$ cat config.mk
export PLATFORM = sky130hd
export DESIGN_NAME = keyframe_position_lerp_top
export DESIGN_NICKNAME = d
export VERILOG_FILES = /design/src/rtl/kflerp_pkg.sv /design/src/rtl/keyframe_position_lerp_top.sv /design/src/rtl/kflerp_ctrl.sv /design/src/rtl/kflerp_datapath.sv
export SDC_FILE = /design/constraint.sdc
export NUM_CORES = 2
export LEC_CHECK = 0
export BUFFER_PORTS_ARGS = -buffer_cell sky130_fd_sc_hd__clkbuf_2
export CORE_MARGIN = 1
export CORE_UTILIZATION = 35
export DETAILED_ROUTE_END_ITERATION = 8
export SYNTH_ARGS = -nofsm -noshare
export SYNTH_HDL_FRONTEND = slang
export SYNTH_HIERARCHICAL = 1
export SYNTH_SLANG_ARGS = --single-unit
$ cat constraint.sdc
create_clock -name clock -period 13.86 [get_ports clock]
set_input_delay 2.772 -clock clock [delete_from_list [all_inputs] [get_ports clock]]
set_output_delay 2.772 -clock clock [all_outputs]
set_load 0.05 [all_outputs]
$ cat src/rtl/kflerp_pkg.sv
// ----------------------------------------------------------------------------
// kflerp_pkg
// Shared types and constants of the keyframe position interpolator.
// ----------------------------------------------------------------------------
package kflerp_pkg;

   localparam int POS_W      = 32;
   localparam int FRAC_W     = 16;
   localparam int DIV_STEPS  = FRAC_W;
   localparam int STEP_W     = 4;
   localparam int NUM_COORDS = 3;
   localparam int CSR_IDX_W  = 2;
   localparam int CSR_DATA_W = 32;
   localparam int KCOUNT_W   = 5;

   localparam logic OP_WRITE  = 1'b0;
   localparam logic OP_SAMPLE = 1'b1;

   localparam logic [2:0] CASE_DEFAULT = 3'd0;
   localparam logic [2:0] CASE_FIRST   = 3'd1;
   localparam logic [2:0] CASE_LAST    = 3'd2;
   localparam logic [2:0] CASE_INTERP  = 3'd3;
   localparam logic [2:0] CASE_WRITE   = 3'd4;

   localparam logic [CSR_IDX_W-1:0] CSR_KEY_COUNT = 2'd0;
   localparam logic [CSR_IDX_W-1:0] CSR_DEFAULT_X = 2'd1;
   localparam logic [CSR_IDX_W-1:0] CSR_DEFAULT_Y = 2'd2;
   localparam logic [CSR_IDX_W-1:0] CSR_DEFAULT_Z = 2'd3;

   typedef struct packed {
      logic              opcode;
      logic [3:0]        key_slot;
      logic signed [31:0] key_tick;
      logic signed [31:0] key_x;
      logic signed [31:0] key_y;
      logic signed [31:0] key_z;
      logic signed [31:0] sample_tick;
   } req_type;

   typedef struct packed {
      logic signed [31:0] pos_x;
      logic signed [31:0] pos_y;
      logic signed [31:0] pos_z;
      logic [2:0]         case_taken;
   } rsp_type;

   typedef struct packed {
      logic signed [31:0] tick;
      logic signed [31:0] x;
      logic signed [31:0] y;
      logic signed [31:0] z;
   } key_type;

   typedef enum logic [1:0] {
      RD_ZERO     = 2'd0,
      RD_LAST     = 2'd1,
      RD_IDX      = 2'd2,
      RD_IDX_NEXT = 2'd3
   } rd_sel_type;

   typedef struct packed {
      logic       req_load;
      logic       key_wr;
      rd_sel_type rd_sel;
      logic       prev_load;
      logic       idx_adv;
      logic       div_init;
      logic       div_step;
      logic       mul_go;
      logic [1:0] mul_coord;
      logic       res_load;
      logic [2:0] res_kind;
   } ctl_type;

   typedef struct packed {
      logic empty;
      logic s_le_tick;
      logic s_ge_tick;
   } sts_type;

endpackage

$ cat src/rtl/keyframe_position_lerp_top.sv
// ----------------------------------------------------------------------------
// keyframe_position_lerp_top
// Position keyframe track: key loads and linearly interpolated samples.
// ----------------------------------------------------------------------------
// rsp_valid is registered. Key writes and empty-track samples are answered
// straight from idle, samples before the first key or after the last key from
// ST_FIRST or ST_LAST, and interpolated samples after a key search, a 16-step
// divide and 3 multiplies. busy is high whenever the sequencer is out of idle,
// so a new request is taken only once the last one is through.
// Synchronous reset clears the control registers, valid flags and sequencer, not the key table.
module keyframe_position_lerp_top import kflerp_pkg::*; #(
   parameter int MAX_KEYS = 16
) (
   input  logic                  clock,
   input  logic                  reset,
   input  logic                  start,
   output logic                  busy,
   input  req_type               req_data,
   output logic                  rsp_valid,
   output rsp_type               rsp_data,
   input  logic                  csr_we,
   input  logic [CSR_IDX_W-1:0]  csr_index,
   input  logic [CSR_DATA_W-1:0] csr_wdata
);

   ctl_type ctl;
   sts_type sts;

   kflerp_ctrl u_ctrl (
      .clock  (clock),
      .reset  (reset),
      .start  (start),
      .opcode (req_data.opcode),
      .sts    (sts),
      .ctl    (ctl),
      .busy   (busy)
   );

   kflerp_datapath #(
      .MAX_KEYS (MAX_KEYS)
   ) u_datapath (
      .clock     (clock),
      .reset     (reset),
      .req_data  (req_data),
      .csr_we    (csr_we),
      .csr_index (csr_index),
      .csr_wdata (csr_wdata),
      .ctl       (ctl),
      .sts       (sts),
      .rsp_data  (rsp_data),
      .rsp_valid (rsp_valid)
   );

endmodule

$ cat src/rtl/kflerp_ctrl.sv
// ----------------------------------------------------------------------------
// kflerp_ctrl
// Sequencer: key search, fraction divide, blend multiplies, result load.
// ----------------------------------------------------------------------------
module kflerp_ctrl import kflerp_pkg::*; (
   input  logic    clock,
   input  logic    reset,
   input  logic    start,
   input  logic    opcode,
   input  sts_type sts,
   output ctl_type ctl,
   output logic    busy
);

   typedef enum logic [7:0] {
      ST_IDLE  = 8'b0000_0001,
      ST_FIRST = 8'b0000_0010,
      ST_LAST  = 8'b0000_0100,
      ST_SCAN  = 8'b0000_1000,
      ST_DIV   = 8'b0001_0000,
      ST_MUL   = 8'b0010_0000,
      ST_DRAIN = 8'b0100_0000,
      ST_OUT   = 8'b1000_0000
   } state_type;

   state_type         state_ff, state_in;
   logic [STEP_W-1:0] cnt_ff, cnt_in;

   always_ff @(posedge clock) begin
      if (reset) begin
         state_ff <= ST_IDLE;
         cnt_ff   <= '0;
      end else begin
         state_ff <= state_in;
         cnt_ff   <= cnt_in;
      end
   end

   always_comb begin
      state_in      = state_ff;
      cnt_in        = cnt_ff;
      ctl           = '0;
      ctl.rd_sel    = RD_ZERO;
      ctl.res_kind  = CASE_WRITE;
      ctl.mul_coord = cnt_ff[1:0];
      unique case (state_ff)
         ST_IDLE: begin
            if (start) begin
               ctl.req_load = 1'b1;
               if (opcode == OP_WRITE) begin
                  ctl.key_wr   = 1'b1;
                  ctl.res_load = 1'b1;
                  ctl.res_kind = CASE_WRITE;
               end else if (sts.empty) begin
                  ctl.res_load = 1'b1;
                  ctl.res_kind = CASE_DEFAULT;
               end else begin
                  state_in = ST_FIRST;
               end
            end
         end
         ST_FIRST: begin
            if (sts.s_le_tick) begin
               ctl.res_load = 1'b1;
               ctl.res_kind = CASE_FIRST;
               state_in     = ST_IDLE;
            end else begin
               ctl.prev_load = 1'b1;
               ctl.rd_sel    = RD_LAST;
               state_in      = ST_LAST;
            end
         end
         ST_LAST: begin
            if (sts.s_ge_tick) begin
               ctl.res_load = 1'b1;
               ctl.res_kind = CASE_LAST;
               state_in     = ST_IDLE;
            end else begin
               ctl.rd_sel = RD_IDX;
               state_in   = ST_SCAN;
            end
         end
         ST_SCAN: begin
            if (!sts.s_ge_tick) begin
               ctl.div_init = 1'b1;
               cnt_in       = '0;
               state_in     = ST_DIV;
            end else begin
               ctl.prev_load = 1'b1;
               ctl.idx_adv   = 1'b1;
               ctl.rd_sel    = RD_IDX_NEXT;
            end
         end
         ST_DIV: begin
            ctl.div_step = 1'b1;
            if (cnt_ff == STEP_W'(DIV_STEPS - 1)) begin
               cnt_in   = '0;
               state_in = ST_MUL;
            end else begin
               cnt_in = cnt_ff + STEP_W'(1);
            end
         end
         ST_MUL: begin
            ctl.mul_go = 1'b1;
            if (cnt_ff == STEP_W'(NUM_COORDS - 1)) begin
               cnt_in   = '0;
               state_in = ST_DRAIN;
            end else begin
               cnt_in = cnt_ff + STEP_W'(1);
            end
         end
         ST_DRAIN: begin
            state_in = ST_OUT;
         end
         ST_OUT: begin
            ctl.res_load = 1'b1;
            ctl.res_kind = CASE_INTERP;
            state_in     = ST_IDLE;
         end
         default: begin
            state_in = ST_IDLE;
         end
      endcase
   end

   assign busy = (state_ff != ST_IDLE);

endmodule

$ cat src/rtl/kflerp_datapath.sv
// ----------------------------------------------------------------------------
// kflerp_datapath
// Key table, control registers, restoring fraction divider, shared blend
// multiplier and result register.
// ----------------------------------------------------------------------------
module kflerp_datapath import kflerp_pkg::*; #(
   parameter int MAX_KEYS = 16
) (
   input  logic                  clock,
   input  logic                  reset,
   input  req_type               req_data,
   input  logic                  csr_we,
   input  logic [CSR_IDX_W-1:0]  csr_index,
   input  logic [CSR_DATA_W-1:0] csr_wdata,
   input  ctl_type               ctl,
   output sts_type               sts,
   output rsp_type               rsp_data,
   output logic                  rsp_valid
);

   localparam int IDX_W = $clog2(MAX_KEYS);
   localparam int CNT_W = $clog2(MAX_KEYS + 1);

   function automatic logic [POS_W-1:0] coord_of(key_type k, logic [1:0] c);
      logic [POS_W-1:0] v;
      case (c)
         2'd0:    v = k.x;
         2'd1:    v = k.y;
         default: v = k.z;
      endcase
      return v;
   endfunction

   logic [KCOUNT_W-1:0] key_count_ff;
   logic [POS_W-1:0]    default_x_ff, default_y_ff, default_z_ff;

   key_type             key_mem [MAX_KEYS];
   key_type             rd_key_ff, prev_ff, next_ff, key_in;
   logic [IDX_W-1:0]    rd_addr, wr_addr, idx_ff, last_idx;
   logic [CNT_W-1:0]    n_keys;
   logic                slot_ok;

   logic signed [31:0]  s_ff;
   logic [32:0]         num_c, den_c, den_ff;
   logic [33:0]         rem_ff, rem_sh, rem_sub;
   logic [FRAC_W-1:0]   quot_ff;
   logic                rem_ge;

   logic [POS_W-1:0]    next_coord, prev_coord;
   logic signed [32:0]  diff_c;
   logic signed [FRAC_W:0] frac_s;
   logic signed [49:0]  prod_c, prod_ff;
   logic [1:0]          coord_ff;
   logic                add_vld_ff;
   logic [POS_W-1:0]    sum_c;
   logic [NUM_COORDS-1:0][POS_W-1:0] pos_ff;

   rsp_type             rsp_ff, rsp_in;
   logic                rsp_valid_ff;

   always_ff @(posedge clock) begin
      if (reset) begin
         key_count_ff <= '0;
         default_x_ff <= '0;
         default_y_ff <= '0;
         default_z_ff <= '0;
      end else if (csr_we) begin
         unique case (csr_index)
            CSR_KEY_COUNT: key_count_ff <= csr_wdata[KCOUNT_W-1:0];
            CSR_DEFAULT_X: default_x_ff <= csr_wdata;
            CSR_DEFAULT_Y: default_y_ff <= csr_wdata;
            CSR_DEFAULT_Z: default_z_ff <= csr_wdata;
            default:       key_count_ff <= key_count_ff;
         endcase
      end
   end

   assign n_keys   = (32'(key_count_ff) > 32'(MAX_KEYS)) ? CNT_W'(MAX_KEYS)
                                                          : CNT_W'(key_count_ff);
   assign last_idx = IDX_W'(n_keys - CNT_W'(1));
   assign slot_ok  = 32'(req_data.key_slot) < 32'(MAX_KEYS);
   assign wr_addr  = IDX_W'(req_data.key_slot);

   assign key_in.tick = req_data.key_tick;
   assign key_in.x    = req_data.key_x;
   assign key_in.y    = req_data.key_y;
   assign key_in.z    = req_data.key_z;

   always_comb begin
      unique case (ctl.rd_sel)
         RD_ZERO:     rd_addr = '0;
         RD_LAST:     rd_addr = last_idx;
         RD_IDX:      rd_addr = idx_ff;
         RD_IDX_NEXT: rd_addr = idx_ff + IDX_W'(1);
         default:     rd_addr = '0;
      endcase
   end

   always_ff @(posedge clock) begin
      if (ctl.key_wr && slot_ok) begin
         key_mem[wr_addr] <= key_in;
      end
      rd_key_ff <= key_mem[rd_addr];
   end

   always_ff @(posedge clock) begin
      if (ctl.req_load) begin
         s_ff   <= req_data.sample_tick;
         idx_ff <= IDX_W'(1);
      end else if (ctl.idx_adv) begin
         idx_ff <= idx_ff + IDX_W'(1);
      end
      if (ctl.prev_load) begin
         prev_ff <= rd_key_ff;
      end
   end

   assign sts.empty     = (n_keys == '0);
   assign sts.s_le_tick = (s_ff <= rd_key_ff.tick);
   assign sts.s_ge_tick = (s_ff >= rd_key_ff.tick);

   assign num_c   = {s_ff[31], s_ff} - {prev_ff.tick[31], prev_ff.tick};
   assign den_c   = {rd_key_ff.tick[31], rd_key_ff.tick} - {prev_ff.tick[31], prev_ff.tick};
   assign rem_sh  = {rem_ff[32:0], 1'b0};
   assign rem_ge  = (rem_sh >= {1'b0, den_ff});
   assign rem_sub = rem_sh - {1'b0, den_ff};

   always_ff @(posedge clock) begin
      if (ctl.div_init) begin
         next_ff <= rd_key_ff;
         rem_ff  <= {1'b0, num_c};
         den_ff  <= den_c;
         quot_ff <= '0;
      end else if (ctl.div_step) begin
         rem_ff  <= rem_ge ? rem_sub : rem_sh;
         quot_ff <= {quot_ff[FRAC_W-2:0], rem_ge};
      end
   end

   assign next_coord = coord_of(next_ff, ctl.mul_coord);
   assign prev_coord = coord_of(prev_ff, ctl.mul_coord);
   assign diff_c = $signed({next_coord[POS_W-1], next_coord}) -
                   $signed({prev_coord[POS_W-1], prev_coord});
   assign frac_s = $signed({1'b0, quot_ff});
   assign prod_c = diff_c * frac_s;
   assign sum_c  = coord_of(prev_ff, coord_ff) + prod_ff[FRAC_W+POS_W-1:FRAC_W];

   always_ff @(posedge clock) begin
      if (reset) begin
         add_vld_ff <= 1'b0;
      end else begin
         add_vld_ff <= ctl.mul_go;
      end
   end

   always_ff @(posedge clock) begin
      if (ctl.mul_go) begin
         prod_ff  <= prod_c;
         coord_ff <= ctl.mul_coord;
      end
      if (add_vld_ff) begin
         pos_ff[coord_ff] <= sum_c;
      end
   end

   always_comb begin
      rsp_in            = '0;
      rsp_in.case_taken = ctl.res_kind;
      unique case (ctl.res_kind) inside
         CASE_DEFAULT: begin
            rsp_in.pos_x = default_x_ff;
            rsp_in.pos_y = default_y_ff;
            rsp_in.pos_z = default_z_ff;
         end
         CASE_FIRST, CASE_LAST: begin
            rsp_in.pos_x = rd_key_ff.x;
            rsp_in.pos_y = rd_key_ff.y;
            rsp_in.pos_z = rd_key_ff.z;
         end
         CASE_INTERP: begin
            rsp_in.pos_x = pos_ff[0];
            rsp_in.pos_y = pos_ff[1];
            rsp_in.pos_z = pos_ff[2];
         end
         default: begin
            rsp_in.pos_x = '0;
            rsp_in.pos_y = '0;
            rsp_in.pos_z = '0;
         end
      endcase
   end

   always_ff @(posedge clock) begin
      if (reset) begin
         rsp_valid_ff <= 1'b0;
      end else begin
         rsp_valid_ff <= ctl.res_load;
      end
   end

   always_ff @(posedge clock) begin
      if (ctl.res_load) begin
         rsp_ff <= rsp_in;
      end
   end

   assign rsp_data  = rsp_ff;
   assign rsp_valid = rsp_valid_ff;

endmodule

; ---- After elaboration in Yosys (flattened, before gate mapping)
; Memory sizes are Yosys's and may differ from the RTL's. A register that Yosys moved wholly into a read port is not among the register bits.
; Index checks and enable logic that the tools add are counted.
[word_totals]
ff_bits = 702
latchBits = 0
mem_bits_rw = 2048
romBits = 0
input_bits = 203
out_inout_bits = 101
elab_cells = 134
n_memories = 1
[mem_list]
columns = memory, depth, word_bits, rd, rd_ports_with_merged_regs, write_ports, line_no
row1 = u_datapath.key_mem, 16, 128, 1, 1, 1, kflerp_datapath.sv:37  ; key_type key_mem [MAX_KEYS];
[classes]
n_addsub = 8
mul = 1
n_div = 0
n_lt_le_gt_ge = 6
n_eq_ne = 28
shift = 0
muxes = 45
bitwise_logic = 0
reduce_logical = 16
[op_table]
columns = operator, n
row1 = $pmux W96 S3, 1
row2 = $pmux W32 S2, 3
row3 = $mux W33, 3
row4 = $sub A32 B32 Y33, 3
row5 = $bwmux W96, 1
row6 = $demux W32 S2, 1
row7 = $pmux W8 S7, 1
row8 = $mul A33 B17 Y48, 1
row9 = $mux W8, 6
row10 = $mux W4, 10
row11 = $ge A34 B33 Y1, 1
row12 = $sub A33 B33 Y33, 1
row13 = $add A32 B32 Y32, 1
row14 = $ge A32 B32 Y1, 1
row15 = $le A32 B32 Y1, 1
row16 = $mux W32, 1
row17 = $pmux W4 S4, 2
row18 = $pmux W4 S3, 1
row19 = $mux W2, 5
row20 = $reduce_and A2 Y1, 5
row21 = $add A4 B1 Y4 const B, 2
row22 = $eq A2 B1 Y1 const B, 4
row23 = $eq A2 B2 Y1 const B, 4
row24 = $eq A8 B1 Y1 const B, 1
row25 = 31 further kinds, 44

; ---- Logic depth before layout (Yosys ltp)
[depth]
ltp_word = 10
depth_mapped = 41
depth_no_buf = 39

; ---- By module
; The synthesis kept the hierarchy.
[by_module_without_submodules]
columns = mod, instances, cells_each, area_per_inst_um2, seq_area_each_um2
row1 = kflerp_datapath, 1, 10759, 135880.3, 83069.7
row2 = kflerp_ctrl, 1, 115, 870.8, 240.2

; ---- Least setup slack after synthesis
; Ideal clock, no wire load.
[synth_path]
kind = input to register
from = input start
to = memory u_datapath/key_mem[0][0] (netlist bit), enable pin
t_arrival_ns = 12.147
t_required_ns = 13.086
setup_slack_ns = 0.939
stages = 4
n_path_buf = 0
path_cell_list = nand2_1 nor2_1 or3b_2 nor3_1
[synth_rtl]
columns = element, line_no
row1 = start: declaration, keyframe_position_lerp_top.sv:16  ; input logic start,
row2 = end: declaration, kflerp_datapath.sv:37

; ---- Final worst setup path
[layout_path]
from = register u_ctrl.cnt_ff[0]
to = register u_datapath.prod_ff[46] (data pin)
[layout_between]
elab_chain_cells = 4
[layout_rtl]
columns = element, line_no
row1 = start: declaration, kflerp_ctrl.sv:27  ; logic [STEP_W-1:0] cnt_ff, cnt_in;
row2 = start signal: assignment, kflerp_ctrl.sv:35  ; cnt_ff <= cnt_in;
row3 = $eq A2 B1 Y1 / $logic_not A2 Y1 (equally long branches), kflerp_datapath.sv:26  ; case (c)
row4 = $pmux W32 S2, kflerp_datapath.sv:26
row5 = $sub A32 B32 Y33 (*), kflerp_datapath.sv:142  ; assign diff_c = $signed({next_coord[POS_W-1], next_coord}) -
row6 = $mul A33 B17 Y48 (*), kflerp_datapath.sv:145  ; assign prod_c = diff_c * frac_s;
row7 = named net u_datapath.prod_c[46], kflerp_datapath.sv:52  ; logic signed [49:0] prod_c, prod_ff;
row8 = end signal: assignment, kflerp_datapath.sv:158  ; prod_ff <= prod_c;
row9 = end: declaration, kflerp_datapath.sv:52
; The timed path passes the listed nets; every way through them passes the cells marked *.
; A chain may end at the register's enable or synchronous reset.

==> impl_metrics.csv <==
group,metric,value,unit
sta,drv_slew,0,
clocking,htree_num_levels,5,
detailed_routing,vias,86360,
detailed_routing,wl,390.6,mm
global_route,overflow,0,
layout,area_growth,12.40,%
layout,fin_cells,16420,
global_route,grt_max_degree,191,
worst_setup_path,critical-path-top-delay-family,"adder cells",
worst_setup_path,endpoint_kind,"register",
worst_setup_path,path_class,"reg -> reg",
sta,slew_headroom,16.44,%
detailed_routing,routedWlPerCell,23.78,um
sta,grt_setup_unrepaired,"no",
floorplan,row_count,229,
detailed_routing,drc,28,
hold_path,worstHoldPathType,"reg -> reg",
floorplan,start_util,35.15,%
job,maxCapViolCount,0,
yosys,async_flop_share,0,%
sta,hold_slack,0.4477,ns
detailed_routing,viasPerCell,5.259,
global_route,first_global_vias,83380,
worst_setup_path,cp.required,14.48,ns
detailed_routing,firstDrtPassIters,8,
yosys,synth_cell_types,90,
layout,regArea,0.08333,mm2
clocking,clock_path_buffers,4,
yosys,synth_edf_count,2599,
floorplan,die_y,627.1,um
layout,final_area,0.1537,mm2
worst_setup_path,worstPathArrival,11.39,ns
floorplan,die_area,0.3932,mm2
global_route,grt_usage,19.48,%
sta,finalHoldViolations,0,
yosys,synth.area.mux_share,1.783,%
yosys,synth_nets,11880,
floorplan,io-pin-count,304,
sta,min_period_over_period,77.74,%
clocking,cts_tree,"yes",
place,dp_slack,3.116,ns
clocking,postCtsResizedCells,0,
sta,fin_ws,3.085,ns
clocking,post_cts_buffers,0,
yosys,synth_area_per_cell,12.58,um2
yosys,yosys.area_share.simple,10.46,%
yosys,syn_area,0.1368,mm2
place,dp_cells,15850,
status,status,"finished, violations left",
pwr,power_leakage,54.72,nW
detailed_routing,drt_iter0_markers,7328,
clocking,clk_pin_slew,0.06,ns
floorplan,die_x,627.1,um
worst_setup_path,path_common_cell,"fa_1",
sta,max_freq,92.81,MHz
detailed_routing,drtAntennaViolNets,0,
layout,drive_gt1_share,8.609,%
worst_setup_path,cp-start-kind,"register",
clocking,clk_latency,0.89,ns
sta,fin_crit,10.77,ns
yosys,synth_top_family_by_area,"compound AO/OA/AOI/OAI gates",
sta,fin_skew,0.07879,ns
place,gp_congestion,0.9027,
place,hpwl,246.8,mm
status,violations,"DRC",
worst_setup_path,cp_num_buf_inv,5,
layout,final_net_count,11960,
layout,fillers,36700,
yosys,ys_warn_count,6,
sta,tightest_slew,1.253,ns
yosys,netlist_instances,10870,
layout,utilization,39.50,%
clocking,clock_sinks,2862,
global_route,grt_pass1_wl,569.7,mm
sta,finalSetupTns,0,ns
clocking,cts_hold_buf,0,
worst_setup_path,critical_path.max_stage_delay,0.90,ns
worst_setup_path,slowest_stage,"dfxtp_4",
yosys,synth_compound_area_share,11.82,%
place,dpl_cell_area,0.1440,mm2
layout,multi_input_area,0.04850,mm2
pwr,ir_drop,94.81,uV
yosys,synth-seq-cells,2862,
yosys,yosys_most_used_dff,"edfxtp_1",
yosys,ys_seq_area_share,60.92,%
floorplan,core,0.3891,mm2
clocking,cts_root_buf,"clkbuf_16",
clocking,cts_buffers,302,
yosys,synthXorXnorAreaFrac,1.172,%
worst_setup_path,crit_path_max_fanout,47,
sta,final-setup-viol-count,0,
pwr,powerDensity,137.1,mW/mm2
place,portBuffers,303,
global_route,grt_antenna_before_repair,99,
yosys,synth_adder_area_share,10.02,%
pwr,total_power,21.08,mW
cell usage after synthesis (all sizes together) (48+ instances only):
cell type	instances	area, um2
a211oi	850	6381
a21o	71	533.0
a21oi	551	2769
a311oi	262	2307
a31oi	277	1733
and2	753	4711
buf	57	231.5
clkbuf	619	2323
dfxtp	263	5265
edfxtp	2599	78040
fa	489	9789
ha	309	3866
inv	712	2673
mux2i	238	2382
nand2	1644	6171
nor2	200	750.7
nor2b	147	919.6
nor3	51	271.5
o21a	48	360.4
o21ai	189	949.7
xnor2	131	1147
xor2	52	455.4
kinds of logic after synthesis:
logic type,Yosys count
simple gates,3018
fa+ha+maj,802
compound gates,2378
mux,243
flops,2862
xor+xnor,183
buf+inv,1388
state kept, by name, summed over array words and instances, names as in the netlist:
register                 count
u_datapath/idx_ff            4
u_datapath/prev_ff         128
u_datapath/rem_ff           33
u_datapath/default_z_ff     32
u_datapath/default_y_ff     32
u_datapath/den_ff           33
u_datapath/key_mem        2048
u_ctrl/cnt_ff                4
u_datapath/rsp_data         99
u_datapath/quot_ff          16
u_ctrl/state_ff              8
u_datapath/s_ff             32
u_datapath/key_count_ff      5
u_datapath/pos_ff           96
u_datapath/next_ff          96
u_datapath/add_vld_ff        1
u_datapath/prod_ff          32
u_datapath/rsp_valid         1
u_datapath/coord_ff          2
u_datapath/default_x_ff     32
u_datapath/rd_key_ff       128
cell type report:
cell class,instances,share of cell area [%]
Antenna cell,40,0.06512
Timing Repair Buffer,456,1.963
Clock buffer,414,5.411
Tap cell,5197,4.230
Clock inverter,118,0.8254
Inverter,712,1.739
Sequential cell,2862,54.21
Multi-Input combinational cell,6624,31.56
power breakdown:
group,internal [mW],total (mW),switching [mW]
combinational,0.804,2.99,2.19
clock,4.64,7.96,3.32
sequential,9.83,10.1,0.304
path summary, 6_finish.rpt:
check	start	to	slack, ns	depth (start not counted)
setup / recovery	u_ctrl/cnt_ff[0]	u_datapath/prod_ff[46]	3.09	33
hold / removal	u_datapath/default_y_ff[0]	u_datapath/default_y_ff[0]	0.45	2
setup reg to reg	u_ctrl/cnt_ff[0]	u_datapath/prod_ff[46]	3.09	33
hold reg to reg	u_datapath/default_y_ff[0]	u_datapath/default_y_ff[0]	0.45	2
cells in the final DEF, fill, tap and decap left out, drive strengths merged, types with 13 or more instances in the layout:
master / Yosys / final
a211o: 13 / 13
a211oi: 850 / 850
a21o: 71 / 71
a21oi: 551 / 551
a311oi: 262 / 262
a31oi: 277 / 277
and2: 753 / 753
and3: 19 / 19
buf: 57 / 154
bufinv: 0 / 23
clkbuf: 619 / 716
clkinv: 0 / 74
dfxtp: 263 / 263
diode: 0 / 40
edfxtp: 2599 / 2599
fa: 489 / 489
ha: 309 / 309
inv: 712 / 727
mux2i: 238 / 238
nand2: 1644 / 1644
nand2b: 42 / 42
nand3: 35 / 35
nand3b: 18 / 18
nand4: 29 / 29
nor2: 200 / 200
nor2b: 147 / 147
nor3: 51 / 51
o211ai: 15 / 15
o21a: 48 / 48
o21ai: 189 / 189
o21bai: 18 / 18
or3: 15 / 15
xnor2: 131 / 131
xor2: 52 / 52
worst min-delay path, cell delays in order (launching register included):
cell and delay [ns]:
dfxtp_1 0.30, nand2_1 0.05, a21oi_1 0.05
layer usage:
layer	GRT usage, %	vias to the layer above	part of all wire [%]
met1	25.38	43620	42
met4	7.868	34	4.0
met3	2.802	629	5.6
met2	32.60	2496	48
li1	-	39590	-
met5	0	-	0.054
Power figures use the tool's default switching activity.
